`src/hdl/wch_pkg.sv`:
```
// Shared types and constants of the chained 128-to-64 word hash.
`timescale 1ns / 1ps
`default_nettype none

package wch_pkg;

    localparam int WORD_W      = 64;
    localparam int HALF_W      = WORD_W / 2;
    localparam int WORD_BYTES  = WORD_W / 8;
    localparam int COUNT_W     = 4;

    localparam logic [WORD_W-1:0] MIX_MULT  = 64'h9ddfea08eb382d69;
    localparam int                MIX_SHIFT = 47;

    // Queue between front and back; depth must be a power of two.
    localparam int QUEUE_DEPTH = 4;
    localparam int QUEUE_PTR_W = $clog2(QUEUE_DEPTH);
    localparam int QUEUE_CNT_W = $clog2(QUEUE_DEPTH + 1);

    typedef struct packed {
        logic [WORD_W-1:0] word;   // masked message word
        logic              mix;    // word carries at least one byte
        logic              last;   // final word of the message
    } t_item;

    typedef struct packed {
        logic full;
        logic empty;
    } t_q_status;

    typedef enum logic [1:0] {
        ST_IDLE,
        ST_MUL,
        ST_EMIT
    } t_back_state;

    // Partial products of one 64x64 (low half) multiplication.
    typedef enum logic [1:0] {
        STEP_LL,
        STEP_HL,
        STEP_LH,
        STEP_SUM
    } t_mul_step;

    typedef enum logic [1:0] {
        RND_FIRST,
        RND_SECOND,
        RND_FINAL
    } t_mix_round;

endpackage

`default_nettype wire

```
`src/hdl/wch_front.sv`:
```
// Front stage: accepts words, masks unused bytes and classifies them.
`timescale 1ns / 1ps
`default_nettype none

module wch_front (
    input  wire logic                             i_clk,
    input  wire logic                             i_rst_n,
    input  wire logic                             i_push,
    input  wire logic [wch_pkg::WORD_W-1:0]       i_data_word,
    input  wire logic [wch_pkg::COUNT_W-1:0]      i_byte_count,
    input  wire logic                             i_last_word,
    output logic                                  o_full,
    input  wire wch_pkg::t_q_status               i_q_status,
    output logic                                  o_q_push,
    output wch_pkg::t_item                        o_q_item
);

    logic           r_valid;
    logic           n_valid;
    wch_pkg::t_item r_item;
    wch_pkg::t_item w_item;
    logic           w_accept;
    logic           w_drain;

    // Keep only the low bytes below the count; counts above eight keep all.
    always_comb begin
        w_item.word = '0;
        for (int i = 0; i < wch_pkg::WORD_BYTES; i++) begin
            if (i_byte_count > wch_pkg::COUNT_W'(i)) begin
                w_item.word[8*i +: 8] = i_data_word[8*i +: 8];
            end
        end
        w_item.mix  = (i_byte_count != '0);
        w_item.last = i_last_word;
    end

    assign w_drain  = r_valid && !i_q_status.full;
    assign o_full   = r_valid && i_q_status.full;
    assign w_accept = i_push && !o_full;
    assign o_q_push = r_valid;
    assign o_q_item = r_item;

    always_comb begin
        n_valid = r_valid;
        if (w_accept) begin
            n_valid = 1'b1;
        end else if (w_drain) begin
            n_valid = 1'b0;
        end
    end

    always_ff @(posedge i_clk) begin
        if (!i_rst_n) begin
            r_valid <= 1'b0;
        end else begin
            r_valid <= n_valid;
        end
    end

    always_ff @(posedge i_clk) begin
        if (w_accept) begin
            r_item <= w_item;
        end
    end

endmodule

`default_nettype wire

```
`src/hdl/wch_queue.sv`:
```
// Short first-in first-out queue between the front and back stages.
`timescale 1ns / 1ps
`default_nettype none

module wch_queue (
    input  wire logic                i_clk,
    input  wire logic                i_rst_n,
    input  wire logic                i_push,
    input  wire wch_pkg::t_item      i_wr_item,
    input  wire logic                i_pop,
    output wch_pkg::t_item           o_rd_item,
    output wch_pkg::t_q_status       o_status
);

    wch_pkg::t_item                     r_mem [wch_pkg::QUEUE_DEPTH];
    logic [wch_pkg::QUEUE_PTR_W-1:0]    r_wr_ptr;
    logic [wch_pkg::QUEUE_PTR_W-1:0]    r_rd_ptr;
    logic [wch_pkg::QUEUE_CNT_W-1:0]    r_count;
    logic [wch_pkg::QUEUE_CNT_W-1:0]    n_count;
    logic                               w_wr_en;
    logic                               w_rd_en;

    assign o_status.full  = (r_count == wch_pkg::QUEUE_CNT_W'(wch_pkg::QUEUE_DEPTH));
    assign o_status.empty = (r_count == '0);
    assign w_wr_en        = i_push && !o_status.full;
    assign w_rd_en        = i_pop && !o_status.empty;
    assign o_rd_item      = r_mem[r_rd_ptr];

    always_comb begin
        n_count = r_count;
        if (w_wr_en && !w_rd_en) begin
            n_count = r_count + 1'b1;
        end else if (w_rd_en && !w_wr_en) begin
            n_count = r_count - 1'b1;
        end
    end

    always_ff @(posedge i_clk) begin
        if (!i_rst_n) begin
            r_wr_ptr <= '0;
            r_rd_ptr <= '0;
            r_count  <= '0;
        end else begin
            if (w_wr_en) begin
                r_wr_ptr <= r_wr_ptr + 1'b1;
            end
            if (w_rd_en) begin
                r_rd_ptr <= r_rd_ptr + 1'b1;
            end
            r_count <= n_count;
        end
    end

    always_ff @(posedge i_clk) begin
        if (w_wr_en) begin
            r_mem[r_wr_ptr] <= i_wr_item;
        end
    end

    a_count_bound: assert property (@(posedge i_clk) disable iff (!i_rst_n)
        r_count <= wch_pkg::QUEUE_CNT_W'(wch_pkg::QUEUE_DEPTH))
        else $error("queue fill count above depth");

    a_ptr_match: assert property (@(posedge i_clk) disable iff (!i_rst_n)
        wch_pkg::QUEUE_PTR_W'(r_wr_ptr - r_rd_ptr) == r_count[wch_pkg::QUEUE_PTR_W-1:0])
        else $error("queue pointers disagree with fill count");

endmodule

`default_nettype wire

```
`src/hdl/wch_back.sv`:
```
// Back stage: folds queued words into the running hash with one shared multiplier.
`timescale 1ns / 1ps
`default_nettype none

module wch_back (
    input  wire logic                         i_clk,
    input  wire logic                         i_rst_n,
    input  wire wch_pkg::t_q_status           i_q_status,
    input  wire wch_pkg::t_item               i_q_item,
    output logic                              o_q_pop,
    input  wire logic                         i_pop,
    output logic                              o_empty,
    output logic [wch_pkg::WORD_W-1:0]        o_hash_value
);

    wch_pkg::t_back_state              r_state, n_state;
    wch_pkg::t_mul_step                r_step, n_step;
    wch_pkg::t_mix_round               r_round, n_round;
    logic [wch_pkg::WORD_W-1:0]        r_hash, n_hash;
    logic [wch_pkg::WORD_W-1:0]        r_opnd, n_opnd;
    logic [wch_pkg::WORD_W-1:0]        r_plo, n_plo;
    logic [wch_pkg::HALF_W-1:0]        r_cross, n_cross;
    logic                              r_last, n_last;
    logic [wch_pkg::WORD_W-1:0]        r_res, n_res;
    logic                              r_res_valid, n_res_valid;

    logic [wch_pkg::HALF_W-1:0]        w_mul_a;
    logic [wch_pkg::HALF_W-1:0]        w_mul_b;
    logic [wch_pkg::WORD_W-1:0]        w_prod;
    logic [wch_pkg::WORD_W-1:0]        w_m;
    logic [wch_pkg::WORD_W-1:0]        w_xs;
    logic                              w_res_free;
    logic                              w_res_load;

    // Shared 32x32 multiplier; the constant half is picked by step.
    always_comb begin
        unique case (r_step)
            wch_pkg::STEP_HL: begin
                w_mul_a = r_opnd[wch_pkg::WORD_W-1:wch_pkg::HALF_W];
                w_mul_b = wch_pkg::MIX_MULT[wch_pkg::HALF_W-1:0];
            end
            wch_pkg::STEP_LH: begin
                w_mul_a = r_opnd[wch_pkg::HALF_W-1:0];
                w_mul_b = wch_pkg::MIX_MULT[wch_pkg::WORD_W-1:wch_pkg::HALF_W];
            end
            default: begin
                w_mul_a = r_opnd[wch_pkg::HALF_W-1:0];
                w_mul_b = wch_pkg::MIX_MULT[wch_pkg::HALF_W-1:0];
            end
        endcase
    end

    assign w_prod = wch_pkg::WORD_W'(w_mul_a) * wch_pkg::WORD_W'(w_mul_b);

    // Low 64 bits of the full product; cross terms only touch the upper half.
    assign w_m  = {r_plo[wch_pkg::WORD_W-1:wch_pkg::HALF_W] + r_cross,
                   r_plo[wch_pkg::HALF_W-1:0]};
    assign w_xs = w_m ^ (w_m >> wch_pkg::MIX_SHIFT);

    assign w_res_free = !r_res_valid || i_pop;

    always_comb begin
        n_state     = r_state;
        n_step      = r_step;
        n_round     = r_round;
        n_hash      = r_hash;
        n_opnd      = r_opnd;
        n_plo       = r_plo;
        n_cross     = r_cross;
        n_last      = r_last;
        n_res       = r_res;
        w_res_load  = 1'b0;
        o_q_pop     = 1'b0;

        unique case (r_state)
            wch_pkg::ST_IDLE: begin
                if (!i_q_status.empty) begin
                    o_q_pop = 1'b1;
                    if (i_q_item.mix) begin
                        n_opnd  = i_q_item.word ^ r_hash;
                        n_last  = i_q_item.last;
                        n_step  = wch_pkg::STEP_LL;
                        n_round = wch_pkg::RND_FIRST;
                        n_state = wch_pkg::ST_MUL;
                    end else if (i_q_item.last) begin
                        n_state = wch_pkg::ST_EMIT;
                    end
                end
            end
            wch_pkg::ST_MUL: begin
                unique case (r_step)
                    wch_pkg::STEP_LL: begin
                        n_plo  = w_prod;
                        n_step = wch_pkg::STEP_HL;
                    end
                    wch_pkg::STEP_HL: begin
                        n_cross = w_prod[wch_pkg::HALF_W-1:0];
                        n_step  = wch_pkg::STEP_LH;
                    end
                    wch_pkg::STEP_LH: begin
                        n_cross = r_cross + w_prod[wch_pkg::HALF_W-1:0];
                        n_step  = wch_pkg::STEP_SUM;
                    end
                    wch_pkg::STEP_SUM: begin
                        n_step = wch_pkg::STEP_LL;
                        unique case (r_round)
                            wch_pkg::RND_FIRST: begin
                                n_opnd  = r_hash ^ w_xs;
                                n_round = wch_pkg::RND_SECOND;
                            end
                            wch_pkg::RND_SECOND: begin
                                n_opnd  = w_xs;
                                n_round = wch_pkg::RND_FINAL;
                            end
                            default: begin
                                n_hash  = w_m;
                                n_state = r_last ? wch_pkg::ST_EMIT : wch_pkg::ST_IDLE;
                            end
                        endcase
                    end
                    default: begin
                        n_step = wch_pkg::STEP_LL;
                    end
                endcase
            end
            wch_pkg::ST_EMIT: begin
                if (w_res_free) begin
                    w_res_load = 1'b1;
                    n_res      = r_hash;
                    n_hash     = '0;
                    n_state    = wch_pkg::ST_IDLE;
                end
            end
            default: begin
                n_state = wch_pkg::ST_IDLE;
            end
        endcase

        n_res_valid = w_res_load || (r_res_valid && !i_pop);
    end

    always_ff @(posedge i_clk) begin
        if (!i_rst_n) begin
            r_state     <= wch_pkg::ST_IDLE;
            r_step      <= wch_pkg::STEP_LL;
            r_round     <= wch_pkg::RND_FIRST;
            r_hash      <= '0;
            r_res_valid <= 1'b0;
        end else begin
            r_state     <= n_state;
            r_step      <= n_step;
            r_round     <= n_round;
            r_hash      <= n_hash;
            r_res_valid <= n_res_valid;
        end
    end

    always_ff @(posedge i_clk) begin
        r_opnd  <= n_opnd;
        r_plo   <= n_plo;
        r_cross <= n_cross;
        r_last  <= n_last;
        r_res   <= n_res;
    end

    assign o_empty      = !r_res_valid;
    assign o_hash_value = r_res;

    a_emit_src: assert property (@(posedge i_clk) disable iff (!i_rst_n)
        $rose(r_res_valid) |-> $past(r_state == wch_pkg::ST_EMIT))
        else $error("result appeared outside the emit state");

    a_round_hold: assert property (@(posedge i_clk) disable iff (!i_rst_n)
        (r_state == wch_pkg::ST_MUL && r_step != wch_pkg::STEP_SUM) |=> $stable(r_round))
        else $error("mix round advanced before the product was complete");

    a_res_hold: assert property (@(posedge i_clk) disable iff (!i_rst_n)
        (r_res_valid && !i_pop) |=> (r_res_valid && $stable(r_res)))
        else $error("waiting result changed or vanished");

endmodule

`default_nettype wire

```
`src/hdl/word_chain_hash_128_to_64_top.sv`:
```
// Top level of the chained 128-to-64 word hash: front stage, queue and back stage.
`timescale 1ns / 1ps
`default_nettype none

// The block hashes a message given as a stream of 64-bit little-endian words,
// one transaction per word, through queue-style ports: push a word while full
// is low, and pop the 64-bit hash while empty is low. Bytes above the byte
// count are zeroed; a word with count zero is not combined, so an empty message
// hashes to zero. Every other word is folded into the running hash by the
// 128-to-64 mix (three multiplications by 0x9ddfea08eb382d69 with xor-shifts by
// 47). The word that has the last flag produces one result and clears the
// running hash. In the back stage a combined word is popped from the queue and
// then goes through three multiplications, and a last word, combined or skipped,
// then hands the hash to the output register; a skipped word is not multiplied.
// The back stage takes no new word until it is through with the current one, as
// it has only the single 32x32 multiplier, which builds each 64-bit product from
// three partial products and a final sum. A front register and a four-entry
// queue let the block take several words while the back stage is busy, and the
// output register holds a finished hash while the next message is being worked on.
module word_chain_hash_128_to_64_top (
    input  wire logic                          i_clk,
    input  wire logic                          i_rst_n,
    input  wire logic                          i_push,
    output logic                               o_full,
    input  wire logic [wch_pkg::WORD_W-1:0]    i_data_word,
    input  wire logic [wch_pkg::COUNT_W-1:0]   i_byte_count,
    input  wire logic                          i_last_word,
    output logic                               o_empty,
    input  wire logic                          i_pop,
    output logic [wch_pkg::WORD_W-1:0]         o_hash_value
);

    wch_pkg::t_q_status w_q_status;
    wch_pkg::t_item     w_wr_item;
    wch_pkg::t_item     w_rd_item;
    logic               w_q_push;
    logic               w_q_pop;

    // Mask and classify each accepted word, then hand it to the queue.
    wch_front u_front (
        .i_clk        (i_clk),
        .i_rst_n      (i_rst_n),
        .i_push       (i_push),
        .i_data_word  (i_data_word),
        .i_byte_count (i_byte_count),
        .i_last_word  (i_last_word),
        .o_full       (o_full),
        .i_q_status   (w_q_status),
        .o_q_push     (w_q_push),
        .o_q_item     (w_wr_item)
    );

    // Decouple the front from the multi-cycle mixing.
    wch_queue u_queue (
        .i_clk     (i_clk),
        .i_rst_n   (i_rst_n),
        .i_push    (w_q_push),
        .i_wr_item (w_wr_item),
        .i_pop     (w_q_pop),
        .o_rd_item (w_rd_item),
        .o_status  (w_q_status)
    );

    // Fold words into the running hash and present finished hashes.
    wch_back u_back (
        .i_clk        (i_clk),
        .i_rst_n      (i_rst_n),
        .i_q_status   (w_q_status),
        .i_q_item     (w_rd_item),
        .o_q_pop      (w_q_pop),
        .i_pop        (i_pop),
        .o_empty      (o_empty),
        .o_hash_value (o_hash_value)
    );

endmodule

`default_nettype wire

```
`config.mk`:
```
export PLATFORM = sky130hd
export DESIGN_NAME = word_chain_hash_128_to_64_top
export DESIGN_NICKNAME = d
export VERILOG_FILES = /design/src/hdl/wch_pkg.sv /design/src/hdl/wch_front.sv /design/src/hdl/wch_queue.sv /design/src/hdl/wch_back.sv /design/src/hdl/word_chain_hash_128_to_64_top.sv
export SDC_FILE = /design/constraint.sdc
export NUM_CORES = 2
export LEC_CHECK = 0
export BUFFER_PORTS_ARGS = -buffer_cell sky130_fd_sc_hd__buf_2
export CORE_UTILIZATION = 65
export CTS_CLUSTER_SIZE = 14
export DETAILED_ROUTE_END_ITERATION = 16
export HOLD_SLACK_MARGIN = 0.02
export PLACE_DENSITY = 0.92
export REMOVE_ABC_BUFFERS = 1
export SETUP_SLACK_MARGIN = 0.05
export SYNTH_ARGS = -nofsm -noshare
export SYNTH_HDL_FRONTEND = slang
export SYNTH_HIERARCHICAL = 1
export SYNTH_SLANG_ARGS = --single-unit
export TNS_END_PERCENT = 10
```
`constraint.sdc`:
```
create_clock -name i_clk -period 12.3 [get_ports i_clk]
set_clock_uncertainty 0.15 [all_clocks]
set_input_delay 3.075 -clock i_clk [delete_from_list [all_inputs] [get_ports i_clk]]
set_output_delay 3.075 -clock i_clk [all_outputs]
set_load 0.01 [all_outputs]
```
=== Word level (Yosys, flattened, before mapping) ===
Memory sizes are Yosys's and may differ from the RTL's. A register that Yosys moved wholly into a read port is not among the register bits.
Index checks and enable logic that the tools add are counted.

* Bits in registers: 370
* Latch bits: 0
* Memory bits (writable): 264
* Bits in read-only memories: 0
* Input bits: 73
* Output and inout port bits: 66
* Word-level logic and storage cells: 132
* Memories kept: 1

* Add/sub/neg operators: 6
* Multipliers: 1
* Divide/modulo/power cells: 0
* Magnitude comparators: 8
* Eq/ne operators: 14
* Shift operators: 0
* Mux-type cells: 39
* Bitwise logic cells: 4
* Reductions and logical operators: 35

{| class="wikitable"
|+ Memories
! memory !! depth !! bits a word !! rd ports !! clocked after memory_dff !! wr ports !! line !! RTL
|-
| u_queue.r_mem || 4 || 66 || 1 || 1 || 1 || wch_queue.sv:15 || <nowiki>wch_pkg::t_item r_mem [wch_pkg::QUEUE_DEPTH];</nowiki>
|}

{| class="wikitable"
|+ Operators by type and width
! kind !! count
|-
| $mux 64 || 6
|-
| $pmux 64 s2 || 3
|-
| $xor 64x64->64 || 2
|-
| $add 32x32->32 || 2
|-
| $mul 32x32->64 || 1
|-
| $pmux 32 s2 || 1
|-
| $xor 64x17->64 || 1
|-
| $mux 32 || 1
|-
| $mux 31 || 1
|-
| $mux 2 || 12
|-
| $gt 4x3->1 const B || 4
|-
| $pmux 2 s2 || 3
|-
| $reduce_and 5->1 || 2
|-
| $reduce_bool 2->1 || 5
|-
| $gt 4x1->1 const B || 2
|-
| $gt 4x2->1 const B || 2
|-
| $mux 1 || 8
|-
| $pmux 2 s4 || 1
|-
| $logic_and 1x1->1 || 7
|-
| $logic_not 1->1 || 7
|-
| $eq 2x1->1 const B || 3
|-
| $eq 2x2->1 const B || 3
|-
| $logic_not 2->1 || 3
|-
| $mux 3 || 2
|-
| other kinds (16) || 25
|}

=== Longest topological paths before layout ===
* Depth after elaboration: 7
* Mapped depth: 40
* Depth with buffers taken out: 37

=== Hierarchy ===
The synthesis kept the hierarchy.

{| class="wikitable"
|+ Modules (own cells, without submodules)
! module !! times used !! cells an instance !! area each (µm²) !! seq. area each (µm²)
|-
| wch_back || 1 || 4349 || 42278.0 || 8177.8
|-
| wch_queue || 1 || 392 || 10000.8 || 8107.8
|-
| wch_front || 1 || 144 || 2529.9 || 2001.9
|}

=== Least setup slack after synthesis ===
No wires, ideal clock.

* Path kind: register to register
* Start: reg u_back.r_step[1]
* End: reg u_back/r_cross[26] in the netlist's numbering, data pin
* Setup time: 0.260 ns
* Arrival time: 9.359 ns
* Required time: 11.890 ns
* Path slack: 2.532 ns
* Stages on the path, launching flop included: 40
* Buffers on the path: 5
* Period minus slack after synthesis: 9.768 ns
* Path through: dfxtp_1 > inv_1 > ha_1 > buf_4 > buf_1 > buf_1 > mux2i_1 > inv_1 > nand2_1 > inv_1 > ha_1 > fa_1 > fa_1 > inv_1 > fa_1 > inv_1 > fa_1 > inv_1 > (+4 left out) > ha_1 > clkbuf_1 > nand4_1 > a21o_1 > a31o_2 > nand2_1 > xor2_1 > ha_1 > clkbuf_1 > a21oi_1 > o21bai_1 > a21o_1 > a21oi_1 > inv_1 > a21oi_1 > o31ai_1 > xor2_1 > mux2_2

* Cells in the longest elaborated chain, start to end: 5
* Elaborated cells on any way between the ends: 7
* Classes of those cells: add/sub: 1; mul: 1; eq/ne: 2; mux: 3

{| class="wikitable"
|+ RTL lines
! element !! line !! RTL
|-
| from (decl) || wch_back.sv:17 || <nowiki>wch_pkg::t_mul_step r_step, n_step;</nowiki>
|-
| from (signal assigned) || wch_back.sv:145 || <nowiki>r_step <= wch_pkg::STEP_LL;</nowiki>
|-
| from (signal assigned) || wch_back.sv:151 || <nowiki>r_step <= n_step;</nowiki>
|-
| $eq 2x1->1 / $eq 2x2->1 (equally long branches) || wch_back.sv:37 || <nowiki>unique case (r_step)</nowiki>
|-
| $mux 32 / $mux 31 (equally long branches) || wch_back.sv:37 ||
|-
| $mul 32x32->64 * || wch_back.sv:53 || <nowiki>assign w_prod = wch_pkg::WORD_W'(w_mul_a) * wch_pkg::WORD_W'(w_mul_b);</nowiki>
|-
| named net u_back.w_prod (one bit) || wch_back.sv:29 || <nowiki>logic [wch_pkg::WORD_W-1:0] w_prod;</nowiki>
|-
| $add 32x32->32 * || wch_back.sv:101 || <nowiki>n_cross = r_cross + w_prod[wch_pkg::HALF_W-1:0];</nowiki>
|-
| $pmux 32 s2 * || wch_back.sv:91 || <nowiki>unique case (r_step)</nowiki>
|-
| to (signal assigned) || wch_back.sv:161 || <nowiki>r_cross <= n_cross;</nowiki>
|-
| to (decl) || wch_back.sv:22 || <nowiki>logic [wch_pkg::HALF_W-1:0] r_cross, n_cross;</nowiki>
|}

The timed path passes the listed nets; every way through them passes the cells marked *.
A chain may end at the register's enable or synchronous reset.

=== Worst setup path after layout ===
* Start: reg u_back.r_step[1]
* End: reg u_back/r_cross[31] in the netlist's numbering, data pin

The elaborated chain is that of the path after synthesis.

==> impl_metrics.toml <==
[critical_path]
criticalPathCategory = "reg -> reg"
path_max_fanout = 18
cp.arrival_ps = 11660
cp_num_buf_inv = 7
start_kind = "register"
slowest_stage = "mux2i_1"
cp_top_family = "adder cells"
setup.worst_path.end_class = "register"
max_stage_delay_ps = 1050
cp.required_ps = 12480

[clock_tree]
postCtsSetupBuffers = 0
cts_buffers = 54
max-clock-path-buffers = 3
cts-root-buf = "clkbuf_16"
clkSinkCount = 636
cts_tree = "built"
cts-resized-gates = 0
clk_latency_ps = 610
cts_hold_buffers = 0
clkSlewWorstSetupHoldPaths_ps = 70
htreeDepth = 2

[cells_and_area]
synthToLayoutAreaGrowth_pct = 6.31
fin_area_um2 = 58300
nets = 6155
drive_gt1_frac = 0.0895

[timing]
period_needed_ps = 11480
fmax_mhz = 87.1
rsz0062_at_grt = "no"
tightestPinTransition_ps = 1420
finalSetupViolations = 0
drv_slew = 0
hold_violations = 0
setup_tns_ps = 0
setup_ws_ps = 822
slew_headroom = 0.0244
fin_crit_sh = 0.933

[logic_synthesis]
synth_common_cells = "882 x inv_1, 642 x fa_1, 555 x edfxtp_1"
synth_top_area_cell = "edfxtp_1"
synth_cell_types = 93
syn_area_um2 = 54800
ys.flop_type = "edfxtp_1"
synth_edf_count = 555
synth_area_leaders = "edfxtp_1 30%, fa_1 23%, ha_1 11%"
ys_ff_latch = 636
ys_seq_area_frac = 0.334
synthDominantCellAreaShare = 0.304
ys_warn_count = 6
syn_avg_cell_area_um2 = 11.2
yosysMostFrequentCell = "inv_1"
netlist_instances = 4885
async_reset_ff_frac = 0

[grt]
antenna_found_initial = 2
grt_pass1_vias = 41100
grt_pass1_wl_um = 243000
grt_max_degree = 83
grt_overflow = 0
grt.total_usage = 0.378

[die]
num_rows = 106
die_x_um = 292
start_util = 0.656
die_area_um2 = 85500
core_region_area_um2 = 83600
num_io_pins = 139
die_h_um = 292

[routing]
ant_nets = 0
wire_per_inst_um = 26.0
routed_via_density = 6.55
dr.first_iter.drc_count = 6021
vias = 39900
totalWireLength_um = 158000
first_pass_iters = 9
drcViolationCount = 0

[flow_run]
max_cap_viol_count = 0

[placement]
post_dp_cell_area_um2 = 56600
portBuffers = 138
pre_cts_slack_ps = 1150
dp_hpwl_um = 121000
place.gp.congestion = 1.02

[run_status]
status = "finished, final reports clean"

[worst_hold_path]
hp-class = "reg -> reg"
[final cells by class]
cell class	count	area, µm²
inverters	888	3330
clock inverters	14	141
clock buffers	85	1480
repair buffers	192	1100
diodes	1	2.50
well taps	1080	1350
fillers	5505	25300
multi-input cells	3191	32600
flip-flops and latches	636	18300
[final timing paths]
check / startpoint / to / slack (ps) / cells after the start
worst min register to register: u_front/o_q_item[30] / u_queue/r_mem[0][30] / 350 / 0
worst min-delay path: u_front/o_q_item[30] / u_queue/r_mem[0][30] / 350 / 0
worst max-delay path: u_back/r_step[1] / u_back/r_cross[31] / 820 / 32
worst max register to register: u_back/r_step[1] / u_back/r_cross[31] / 820 / 32
[cells in the final DEF, fill, tap and decap left out, types with 113 or more instances in the layout]
master / instances
inv_1: 881
fa_1: 642
edfxtp_1: 555
ha_1: 474
nand2_1: 297
a21oi_1: 261
nor2_1: 246
buf_2: 138
xnor2_1: 118
o21ai_0: 116
a21o_1: 113
[worst register-to-register path: cells and delay by family (launching register included)]
kind	cells	cell delay (ps)
buf+inv	7	1160
fa+ha+maj	11	5330
compound gates	5	1450
xor+xnor	2	570
flops	1	400
mux	2	1210
simple gates	5	930
[stage by stage]
stage / utilization / std cells / hold slack [ps]
after CTS: 0.697 / 6086 / 343
after detailed placement: 0.678 / 5987 / 318
after floorplan: - / 4715 / 297
final: 0.697 / 6087 / 347
after global placement: 0.678 / 5987 / 318
after global routing: 0.697 / 6086 / 349
[metal layers]
| metal | vias to the layer above | global-route usage | wire length (µm) |
|---|---|---|---|
| li1 | 16600 | - | - |
| met1 | 19400 | 0.486 | 55800 |
| met2 | 3115 | 0.598 | 72800 |
| met3 | 778 | 0.0806 | 18200 |
| met4 | 0 | 0.216 | 11600 |
| met5 | - | 0 | 0 |
[sequential cells by signal (all words and copies together), names as in the netlist, 2 cells and up, named ones only]
register and flops:
u_back/r_round 2, u_queue/r_rd_ptr 2, u_back/r_state 2, u_front/o_q_item 66, u_back/r_hash 64, u_back/r_cross 31, u_queue/r_wr_ptr 2, u_back/o_hash_value 64
u_back/r_opnd 64, u_queue/r_count 3, u_queue/r_mem 264, u_back/r_plo 64, u_back/r_step 2
[cells by family (layout without fill, tap and decap cells)]
group	Yosys count	count (layout)	share of synthesized area
AOI/OAI and AO/OA	818	818	0.0982
xor gates and xnor gates	165	165	0.0264
adders and majority gates	1119	1119	0.343
buffers and inverters	1058	1179	0.0736
DFF	636	636	0.334
muxes	130	130	0.0401
other	0	1	0
and+or+nand+nor	959	959	0.0846
Power is not shown: default switching activity piles up to over one toggle a cycle in this logic, so the estimate is an artifact.
